[src/rtl/core/ucdp_pkg.sv]
package ucdp_pkg;

	localparam int BUFFER_BYTES = 512;

	localparam int CNT_W = $clog2(BUFFER_BYTES + 1);
	localparam int CUR_W = $clog2(BUFFER_BYTES);
	localparam int OFF_W = $clog2(BUFFER_BYTES + 8);
	localparam int SUM_W = ((CUR_W > 8) ? CUR_W : 8) + 1;

	localparam int WIN_BYTES     = 8;
	localparam int FLUSH_STAGES  = WIN_BYTES - 1;

	localparam logic [CUR_W-1:0] HDR_LEN          = CUR_W'(9);
	localparam logic [7:0]       DEFAULT_INTERVAL = 8'd10;

	localparam logic [CNT_W-1:0] OFS_TOTAL_LO = CNT_W'(2);
	localparam logic [CNT_W-1:0] OFS_TOTAL_HI = CNT_W'(3);
	localparam logic [CNT_W-1:0] OFS_NUM_IF   = CNT_W'(4);
	localparam logic [CNT_W-1:0] OFS_CFG_VAL  = CNT_W'(5);
	localparam logic [CNT_W-1:0] OFS_ATTR     = CNT_W'(7);
	localparam logic [CNT_W-1:0] OFS_POWER    = CNT_W'(8);

	localparam logic [2:0] OFS_LEN         = 3'd0;
	localparam logic [2:0] OFS_TYPE        = 3'd1;
	localparam logic [2:0] OFS_IF_NUMBER   = 3'd2;
	localparam logic [2:0] OFS_EP_ATTR     = 3'd3;
	localparam logic [2:0] OFS_IF_CLASS    = 3'd5;
	localparam logic [2:0] OFS_IF_SUBCLASS = 3'd6;
	localparam logic [2:0] OFS_EP_INTERVAL = 3'd6;
	localparam logic [2:0] OFS_IF_PROTOCOL = 3'd7;

	localparam logic [7:0] DT_INTERFACE   = 8'd4;
	localparam logic [7:0] DT_ENDPOINT    = 8'd5;
	localparam logic [1:0] XFER_INTERRUPT = 2'd3;

	localparam logic [1:0] PH_SEARCH = 2'd0;
	localparam logic [1:0] PH_EP     = 2'd1;
	localparam logic [1:0] PH_DONE   = 2'd2;

	typedef logic [WIN_BYTES-1:0][7:0] window_t;

	typedef struct packed {
		logic [1:0]       phase;
		logic [CUR_W-1:0] cur;
		logic             found;
		logic [7:0]       if_number;
		logic [7:0]       if_class;
		logic [7:0]       if_subclass;
		logic [7:0]       interval;
	} walk_t;

	localparam walk_t WALK_INIT = '{
		phase:       PH_SEARCH,
		cur:         HDR_LEN,
		found:       1'b0,
		if_number:   8'd0,
		if_class:    8'd0,
		if_subclass: 8'd0,
		interval:    8'd0
	};

	typedef struct packed {
		logic [7:0]       num_if;
		logic [7:0]       cfg_val;
		logic [7:0]       attr;
		logic [7:0]       power;
		logic [15:0]      total;
		window_t          hist;
		logic [OFF_W-1:0] off;
		walk_t            walk;
	} flush_t;

endpackage

[src/rtl/core/ucdp_walk_step.sv]
module ucdp_walk_step import ucdp_pkg::*; (
	input  walk_t            walk_in,
	input  window_t          win,
	input  logic [OFF_W-1:0] off,
	input  logic [15:0]      total,
	input  logic [7:0]       target,
	output walk_t            walk_out
);

	logic             hit;
	logic [SUM_W-1:0] nxt;
	logic             stop;
	logic             past_end;

	// descriptor is examined once its last field byte has been seen
	assign hit      = (walk_in.phase != PH_DONE) &&
	                  ((OFF_W'(walk_in.cur) + OFF_W'(WIN_BYTES - 1)) == off);
	assign nxt      = SUM_W'(walk_in.cur) + SUM_W'(win[OFS_LEN]);
	assign stop     = (win[OFS_LEN] == 8'd0) || (nxt >= SUM_W'(BUFFER_BYTES));
	assign past_end = 16'(walk_in.cur) >= total;

	always_comb begin
		walk_out = walk_in;
		if (hit) begin
			if (past_end) begin
				walk_out.phase = PH_DONE;
			end else begin
				case (walk_in.phase)
					PH_SEARCH: begin
						if (win[OFS_TYPE] == DT_INTERFACE && win[OFS_IF_PROTOCOL] == target) begin
							walk_out.found       = 1'b1;
							walk_out.if_number   = win[OFS_IF_NUMBER];
							walk_out.if_class    = win[OFS_IF_CLASS];
							walk_out.if_subclass = win[OFS_IF_SUBCLASS];
							walk_out.phase       = stop ? PH_DONE : PH_EP;
						end else if (stop) begin
							walk_out.phase = PH_DONE;
						end
						walk_out.cur = nxt[CUR_W-1:0];
					end
					PH_EP: begin
						if (win[OFS_TYPE] == DT_INTERFACE) begin
							walk_out.phase = PH_DONE;
						end else if (win[OFS_TYPE] == DT_ENDPOINT &&
						             win[OFS_EP_ATTR][1:0] == XFER_INTERRUPT) begin
							walk_out.interval = win[OFS_EP_INTERVAL];
							walk_out.phase    = PH_DONE;
						end else if (stop) begin
							walk_out.phase = PH_DONE;
						end else begin
							walk_out.cur = nxt[CUR_W-1:0];
						end
					end
					default: begin
						walk_out.phase = PH_DONE;
					end
				endcase
			end
		end
	end

endmodule

[src/rtl/core/usb_config_descriptor_parser_core.sv]
// Parses a USB configuration descriptor that arrives one byte per transfer on the input
// channel, with last_byte marking its final byte. A new byte is taken every cycle; the one
// result per descriptor appears on the output channel from a result register behind the
// pipeline that finishes the walk over descriptors whose fields run past the delivered
// data (read as zero). Bytes beyond the 512-byte buffer are dropped. The input stalls only
// when a finished result reaches the output register while the previous one is still
// waiting to be taken. target_protocol resets to 1 (keyboard) and is written through
// cfg_we/cfg_wdata, by the user only while no descriptor is in flight (not enforced).
module usb_config_descriptor_parser_core import ucdp_pkg::*; (
	input  logic       clk,
	input  logic       arst_n,
	input  logic       cfg_we,
	input  logic [7:0] cfg_wdata,
	input  logic       in_valid,
	output logic       in_ready,
	input  logic [7:0] data_byte,
	input  logic       last_byte,
	output logic       out_valid,
	input  logic       out_ready,
	output logic       header_valid,
	output logic [7:0] interface_count,
	output logic [7:0] config_value,
	output logic [7:0] config_attributes,
	output logic [7:0] max_power,
	output logic       interface_found,
	output logic [7:0] interface_number,
	output logic [7:0] interface_class,
	output logic [7:0] interface_subclass,
	output logic [7:0] poll_interval
);

	logic [7:0]       target_q;
	logic [CNT_W-1:0] cnt_q;
	logic [15:0]      total_q;
	logic [7:0]       num_if_q;
	logic [7:0]       cfg_val_q;
	logic [7:0]       attr_q;
	logic [7:0]       power_q;
	window_t          hist_q;
	walk_t            walk_q;

	logic             accept;
	logic             adv;
	logic             stored;
	window_t          hist_n;
	walk_t            walk_step;
	walk_t            walk_n;
	logic [15:0]      total_n;
	logic [7:0]       num_if_n;
	logic [7:0]       cfg_val_n;
	logic [7:0]       attr_n;
	logic [7:0]       power_n;
	logic [OFF_W-1:0] end_off;

	flush_t           fl_s     [FLUSH_STAGES];
	logic             fl_vld_s [FLUSH_STAGES];
	flush_t           fl_nx    [FLUSH_STAGES];

	assign adv      = !(fl_vld_s[FLUSH_STAGES-1] && out_valid && !out_ready);
	assign in_ready = adv;
	assign accept   = in_valid && in_ready;
	assign stored   = cnt_q < CNT_W'(BUFFER_BYTES);

	always_ff @(posedge clk or negedge arst_n) begin
		if (!arst_n) begin
			target_q <= 8'd1;
		end else if (cfg_we) begin
			target_q <= cfg_wdata;
		end
	end

	// main walk on the incoming byte
	assign hist_n = stored ? {data_byte, hist_q[WIN_BYTES-1:1]} : hist_q;

	ucdp_walk_step u_main_step (
		.walk_in  (walk_q),
		.win      (hist_n),
		.off      (OFF_W'(cnt_q)),
		.total    (total_q),
		.target   (target_q),
		.walk_out (walk_step)
	);

	always_comb begin
		walk_n    = stored ? walk_step : walk_q;
		total_n   = total_q;
		num_if_n  = num_if_q;
		cfg_val_n = cfg_val_q;
		attr_n    = attr_q;
		power_n   = power_q;
		if (stored) begin
			case (cnt_q)
				OFS_TOTAL_LO: total_n[7:0]  = data_byte;
				OFS_TOTAL_HI: total_n[15:8] = data_byte;
				OFS_NUM_IF:   num_if_n      = data_byte;
				OFS_CFG_VAL:  cfg_val_n     = data_byte;
				OFS_ATTR:     attr_n        = data_byte;
				OFS_POWER:    power_n       = data_byte;
				default: begin
				end
			endcase
		end
		end_off = stored ? OFF_W'(cnt_q) : OFF_W'(BUFFER_BYTES - 1);
	end

	always_ff @(posedge clk or negedge arst_n) begin
		if (!arst_n) begin
			cnt_q     <= '0;
			total_q   <= '0;
			num_if_q  <= '0;
			cfg_val_q <= '0;
			attr_q    <= '0;
			power_q   <= '0;
			walk_q    <= WALK_INIT;
		end else if (accept) begin
			if (last_byte) begin
				cnt_q     <= '0;
				total_q   <= '0;
				num_if_q  <= '0;
				cfg_val_q <= '0;
				attr_q    <= '0;
				power_q   <= '0;
				walk_q    <= WALK_INIT;
			end else begin
				cnt_q     <= stored ? cnt_q + CNT_W'(1) : cnt_q;
				total_q   <= total_n;
				num_if_q  <= num_if_n;
				cfg_val_q <= cfg_val_n;
				attr_q    <= attr_n;
				power_q   <= power_n;
				walk_q    <= walk_n;
			end
		end
	end

	always_ff @(posedge clk) begin
		if (stored && accept && !last_byte) begin
			hist_q <= hist_n;
		end
	end

	// finishing pipeline: one zero byte past the end per stage
	genvar gi;
	generate
		for (gi = 0; gi < FLUSH_STAGES; gi++) begin : g_flush
			window_t          sh_hist;
			logic [OFF_W-1:0] sh_off;

			assign sh_hist = {8'd0, fl_s[gi].hist[WIN_BYTES-1:1]};
			assign sh_off  = fl_s[gi].off + OFF_W'(1);

			ucdp_walk_step u_flush_step (
				.walk_in  (fl_s[gi].walk),
				.win      (sh_hist),
				.off      (sh_off),
				.total    (fl_s[gi].total),
				.target   (target_q),
				.walk_out (fl_nx[gi].walk)
			);

			assign fl_nx[gi].num_if  = fl_s[gi].num_if;
			assign fl_nx[gi].cfg_val = fl_s[gi].cfg_val;
			assign fl_nx[gi].attr    = fl_s[gi].attr;
			assign fl_nx[gi].power   = fl_s[gi].power;
			assign fl_nx[gi].total   = fl_s[gi].total;
			assign fl_nx[gi].hist    = sh_hist;
			assign fl_nx[gi].off     = sh_off;
		end
	endgenerate

	always_ff @(posedge clk or negedge arst_n) begin
		if (!arst_n) begin
			for (int i = 0; i < FLUSH_STAGES; i++) begin
				fl_vld_s[i] <= 1'b0;
			end
		end else if (adv) begin
			fl_vld_s[0] <= accept && last_byte;
			for (int i = 1; i < FLUSH_STAGES; i++) begin
				fl_vld_s[i] <= fl_vld_s[i-1];
			end
		end
	end

	always_ff @(posedge clk) begin
		if (adv) begin
			if (accept && last_byte) begin
				fl_s[0] <= '{
					num_if:  num_if_n,
					cfg_val: cfg_val_n,
					attr:    attr_n,
					power:   power_n,
					total:   total_n,
					hist:    hist_n,
					off:     end_off,
					walk:    walk_n
				};
			end
			for (int i = 1; i < FLUSH_STAGES; i++) begin
				fl_s[i] <= fl_nx[i-1];
			end
		end
	end

	// result register
	flush_t fin;
	logic   fin_hv;

	assign fin    = fl_nx[FLUSH_STAGES-1];
	assign fin_hv = fin.total > 16'(HDR_LEN);

	always_ff @(posedge clk or negedge arst_n) begin
		if (!arst_n) begin
			out_valid <= 1'b0;
		end else if (adv && fl_vld_s[FLUSH_STAGES-1]) begin
			out_valid <= 1'b1;
		end else if (out_ready) begin
			out_valid <= 1'b0;
		end
	end

	always_ff @(posedge clk) begin
		if (adv && fl_vld_s[FLUSH_STAGES-1]) begin
			header_valid       <= fin_hv;
			interface_count    <= fin_hv ? fin.num_if  : 8'd0;
			config_value       <= fin_hv ? fin.cfg_val : 8'd0;
			config_attributes  <= fin_hv ? fin.attr    : 8'd0;
			max_power          <= fin_hv ? fin.power   : 8'd0;
			interface_found    <= fin.walk.found;
			interface_number   <= fin.walk.if_number;
			interface_class    <= fin.walk.if_class;
			interface_subclass <= fin.walk.if_subclass;
			poll_interval      <= (fin.walk.interval == 8'd0) ? DEFAULT_INTERVAL
			                                                  : fin.walk.interval;
		end
	end

endmodule

[config.mk]
export PLATFORM = sky130hd
export DESIGN_NAME = usb_config_descriptor_parser_core
export DESIGN_NICKNAME = d
export VERILOG_FILES = /design/src/rtl/core/ucdp_pkg.sv /design/src/rtl/core/ucdp_walk_step.sv /design/src/rtl/core/usb_config_descriptor_parser_core.sv
export SDC_FILE = /design/constraint.sdc
export NUM_CORES = 2
export LEC_CHECK = 0
export ABC_AREA = 1
export BUFFER_PORTS_ARGS = -buffer_cell sky130_fd_sc_hd__buf_2
export CAP_MARGIN = 20
export CELL_PAD_IN_SITES_DETAIL_PLACEMENT = 1
export CELL_PAD_IN_SITES_GLOBAL_PLACEMENT = 2
export CORE_ASPECT_RATIO = 0.9
export CORE_UTILIZATION = 38
export DETAILED_ROUTE_END_ITERATION = 12
export GPL_TIMING_DRIVEN = 0
export PLACE_DENSITY_LB_ADDON = 0.05
export SETUP_SLACK_MARGIN = 0.02
export SLEW_MARGIN = 20
export SYNTH_ARGS = -nofsm -noshare
export SYNTH_HDL_FRONTEND = slang
export SYNTH_SLANG_ARGS = --single-unit
export TNS_END_PERCENT = 30
[constraint.sdc]
create_clock -name clk -period 22.7 [get_ports clk]
set_input_delay 4.54 -clock clk [delete_from_list [all_inputs] [get_ports clk]]
set_output_delay 4.54 -clock clk [all_outputs]
set_load 0.02 [all_outputs]
Yosys cells after proc, flatten, opt, wreduce, memory -nomap -nowiden
Memories as Yosys holds them, arrays and structs flattened. Cells that the tools add are included.

Register bits: 248. Input bits: 22. Logic and storage cells: 358. Output and inout bits: 68. RAM bits: 1162. Memories kept: 1.

Memory list: fl_s (depth 7, width 166, rd ports 7, clocked after memory_dff 0, write ports 7, line usb_config_descriptor_parser_core.sv:55) `flush_t fl_s [FLUSH_STAGES];`.

Add/subtract/negate cells: 23. Mux-type cells: 161. Equal/unequal tests: 55. Reduce and logical (&&, ||, !) cells: 61. Order comparisons: 17.

Operator list (number): $mux 25 (16); $mux 44 (9); $mux 8 (38); $mux 42 (7); $mux 9 (21); $eq 8x3->1 const B (16); $ge 9x16->1 (8); $pmux 9 s2 (7); $mux 2 (42); $add 10x1->10 const B (8); $add 9x3->10 const B (8); $eq 10x10->1 (8); $logic_not 8->1 (9); $add 9x8->10 (7); $ge 10x10->1 const B (7); $mux 33 (2); $mux 64 (1); $mux 16 (2); $logic_and 1x1->1 (31); $eq 10x3->1 const B (3); $mux 10 (3); $pmux 2 s2 (7); $eq 10x2->1 const B (2); $eq 2x1->1 const B (8); other kinds (12) (47).

Logic depth before layout (Yosys ltp)
Word-level depth: 13. Gate-level depth with buffers: 20. Gate-level depth less buffers: 20.

Cells and area by module
From an unflattened synthesis, not the netlist that was laid out.

Cell total of the unflattened synthesis: 6660. Area total of the unflattened synthesis: 61193.7 µm².

By module, submodules not included: usb_config_descriptor_parser_core (cells an instance 2341, times used 1, sequential area each 35027.3 µm², area an instance 40689.0 µm²); ucdp_walk_step at g_flush[0].u_flush_step ... (cells an instance 484, times used 5, sequential area each 0.0 µm², area an instance 2353.5 µm²); ucdp_walk_step at g_flush[6].u_flush_step ... (cells an instance 689, times used 2, sequential area each 0.0 µm², area an instance 3125.5 µm²); ucdp_walk_step at g_flush[4].u_flush_step (cells an instance 521, times used 1, sequential area each 0.0 µm², area an instance 2486.1 µm²).

Worst setup path after synthesis
OpenSTA, ideal clock, no wires.

Path kind: input to register. From: input port out_ready. To: memory fl_s[0][0] (netlist name), enable pin. Stages: 7. Arrival: 23536 ps. Slack: -1759 ps. Data required time: 21776 ps. Buffers on the path: 1. Library setup time: 924 ps. Path through: inv_1 -> nand2_1 -> nor2_1 -> clkinv_1 -> nand2_1 -> buf_2 -> nor2_1.

RTL lines: start, declared (line usb_config_descriptor_parser_core.sv:19) `input logic out_ready,`; end, declared (line usb_config_descriptor_parser_core.sv:55).

Worst setup path after layout
From: input port out_ready. To: output port in_ready.

Word-level cells in the longest chain between the ends: 3.

Ends and longest elaborated chain: $logic_not 1->1 (line usb_config_descriptor_parser_core.sv:59) `assign adv = !(fl_vld_s[FLUSH_STAGES-1] && out_valid && !out_ready);`; $logic_and 1x1->1 (line usb_config_descriptor_parser_core.sv:59); $logic_not 1->1 (line usb_config_descriptor_parser_core.sv:59); end, declared (line usb_config_descriptor_parser_core.sv:15) `output logic in_ready,`.

Every way passes these cells.

==> qor.txt <==
========================================================================================
Final total power                                                                7.15 mW
Setup Skew                                                                     0.0260 ns
CP delay by family, top                                                     buffers and inverters
Commonest non-fill, non-tap cells in the layout                             nand2_1 (1249), edfxtp_1 (1030), inv_1 (656)
Number of cells after detailed placement                                            7100
Die extent in y                                                                   358 um
Share of the clock period used by the worst path                                   0.496
Placement-stage cell area                                                    0.0567 mm^2
Number of search-and-repair iterations in the first detailed-routing pass              5
Clock latency reported for the late side of the worst-skew pair                  0.76 ns
CTS Root Cell                                                                  clkbuf_16
Clk buf depth                                                                          3
Cell type of the slowest stage on the worst timing path                           nor2_1
Number of nets in the final layout                                                  5540
Count of H-tree levels built during CTS                                                4
Via/cell ratio                                                                      4.90
Maximum fanout along the worst path                                                  141
Post-synth EDFFs                                                                    1030
CTS tree                                                                           built
Largest vdd supply drop                                                        0.0749 mV
Prevailing post-synth register cell                                             edfxtp_1
Critical path buffer and inverter count                                                5
Crit Path Class                                                             input pin to output pin
Share of layout cells above drive strength 1                                      0.0780
# resized after CTS                                                                    0
Number of failing setup endpoints in the final timing report                           0
Die area                                                                      0.142 mm^2
Remaining design rule violation count                                                  0
Max Cap Violations                                                                     0
Largest net degree at the start of global routing                                    150
Cts bufs inserted                                                                    130
Finished Core Util                                                                 0.437
Smallest hold slack                                                             0.405 ns
GRT Overall Usage                                                                  0.209
Register clock-pin slew on the reported worst setup and hold paths               0.06 ns
Number of nets in the synthesized netlist                                           5300
Top cells by area in the synthesized netlist                                edfxtp_1 (58%), nand2_1 (8.8%), dfrtp_1 (5.4%), inv_1 (4.6%), o21ai_0 (3.9%)
Kind of end point of the critical path                                        output pin
Core region area                                                              0.140 mm^2
Most used cell along the critical path                                             buf_2
Iter 0 DRT Violations                                                               2166
Wire length reported by the detailed router                                       146 mm
Fill count                                                                         15400
Antenna violations before repair                                                       7
Count of vias placed by the detailed router                                        35900
Cell area power density                                                      117 mW/mm^2
Worst path max stage delay                                                       0.70 ns
Post-route setup slack                                                          11.43 ns
Global placer's final weighted congestion                                          0.834
Average cell area after synthesis                                              10.4 um^2
Async S/R FF share, synth                                                          0.103
Type of the tightest min-delay check                                        register to register
Element type at the critical path start                                        input pin
Starting Density                                                                   0.383
Cell type contributing the most total cell area after synthesis                 edfxtp_1
Total gr overflow                                                                      0
Worst setup slack after placement                                               11.45 ns
Number of nets still failing antenna checks after routing                              0
Slew at the pin with the worst max-slew slack                                    1.19 ns
IO Port Bufs                                                                          89
Vias in the first global route                                                     36800
Leakage Power                                                                    25.9 nW
Sequential share of the synthesized area                                           0.634
Peak clock frequency supported by timing                                        88.8 MHz
Worst slew margin                                                                  0.209
Final cell area excluding filler cells                                       0.0610 mm^2
Arrival time of the worst setup path                                             6.73 ns
First-pass GRT wire length                                                        225 mm
Post-Synthesis Cells                                                                5144
Setup repair bufs after CTS                                                            0
Number of standard-cell rows in the floorplan                                        130
Post-route minimum period                                                       11.27 ns
Setup TNS after final layout                                                        0 ns
Worst-path cell chain                                                       buf_2 > inv_1 > nand2_1 > nor2_1 > clkinv_8 > buf_16 > buf_2
Number of cells in the finished layout apart from fillers                           7337
Count of cell types in the netlist                                                    59
Most frequent standard cell in the layout excluding fill and tap cells           nand2_1
Top-area cell type share of the netlist area                                       0.579
Layout-stage area growth over the synthesis result                                 14.1%
Final max-slew violation count                                                         0
Hold buffer count at CTS                                                               0
Top-level port count                                                                  90
Result of the run                                                           finished, final reports clean
Netlist Area Pre-Place                                                       0.0534 mm^2
Final hold violation count                                                             0
RSZ-0062 raised after global routing                                               false
Number of warning messages in the yosys log                                            0
Required time at the worst-slack endpoint                                       18.16 ns
Sink count of the clock tree                                                        1148
HPWL after detailed placement                                                     112 mm
Width of the die                                                                  397 um
WL per Instance                                                                  19.9 um
Number of synthesized register bits                                                 1148
========================================================================================
[layer usage]
| metal | track usage | vias to the layer above | wire length [um] |
|---|---|---|---|
| li1 | - | 18000 | - |
| met1 | 0.300 | 17300 | 72500 |
| met2 | 0.322 | 453 | 64200 |
| met3 | 0.0304 | 198 | 4690 |
| met4 | 0.0719 | 4 | 4790 |
| met5 | 0 | - | 24 |
[synth_stat cells, types with 5 or more instances]
cell and count:
buf_6 5, o22ai_1 33, xor2_1 73, clkbuf_1 113, nor4_1 23, o21a_1 26, a21bo_2 24, ha_1 128
nand3b_1 13, buf_2 22, nand4_1 122, o21bai_1 19, edfxtp_1 1030, a31oi_1 5, a21oi_1 134, inv_1 656
nand2_1 1249, or2_2 22, xnor2_1 40, buf_4 12, and3_1 5, o21ai_0 414, a21boi_0 34, buf_1 11
a22o_1 16, dfrtp_1 115, fa_1 6, nor2_2 5, nor3_1 43, nor2_1 332, and2_1 42, nand3_1 294
o21ai_1 14, o211ai_1 6
[cell families (layout without fill, tap and decap cells)]
| kind of cell | Yosys count | count (layout) | synth area share |
|---|---|---|---|
| other | 1 | 2 | 0.0000702 |
| AOI/OAI and AO/OA | 748 | 748 | 0.0797 |
| buffers and inverters | 826 | 1170 | 0.0601 |
| and+or+nand+nor | 2174 | 2174 | 0.175 |
| xor gates and xnor gates | 113 | 113 | 0.0185 |
| adders and majority gates | 134 | 134 | 0.0322 |
| DFF | 1148 | 1148 | 0.634 |
[layout make-up]
class / count / area (um^2) / share of cell area
Inverter: 662 / 2500 / 0.0410
Clock inverter: 76 / 802 / 0.0132
Multi-Input combinational cell: 3170 / 16400 / 0.268
Tap cell: 1848 / 2310 / 0.0379
Clock buffer: 160 / 3460 / 0.0567
Buffer: 164 / 727 / 0.0119
Timing Repair Buffer: 108 / 918 / 0.0151
Antenna cell: 1 / 2.50 / 0.0000410
Sequential cell: 1148 / 33900 / 0.556
[flip-flops by register name, indices dropped and copies added (netlist names)]
register / flops
config_value: 8
cfg_val_q: 8
num_if_q: 8
interface_class: 8
max_power: 8
hist_q: 64
interface_found: 1
config_attributes: 8
interface_number: 8
out_valid: 1
cnt_q: 10
walk_q: 44
fl_s: 900
target_q: 8
header_valid: 1
interface_count: 8
poll_interval: 8
power_q: 8
total_q: 16
attr_q: 8
fl_vld_s: 7
interface_subclass: 8
[where the power goes]
group / switching (mW) / leakage (nW) / internal, mW
clock network: 0.874 / 2.07 / 1.20
registers: 0.333 / 12.2 / 3.05
logic: 1.14 / 11.6 / 0.559
[worst paths after layout]
path	to	slack, ns	cells after the start	startpoint
max in group asynchronous	attr_q[1]$_DFFE_PN0P_	18.10	2	arst_n
min	fl_s[1][162]$_DFFE_PN_	0.41	0	fl_s[0][162]$_DFFE_PP_
min in group asynchronous	walk_q[5]$_DFFE_PN0P_	3.69	1	arst_n
max reg2reg	total_q[2]$_DFFE_PN0P_	18.43	10	out_valid$_DFFE_PN0P_
max	in_ready	11.43	7	out_ready
min reg2reg	fl_s[1][162]$_DFFE_PN_	0.41	0	fl_s[0][162]$_DFFE_PP_
Note: power is estimated with default switching activity, not from simulation.
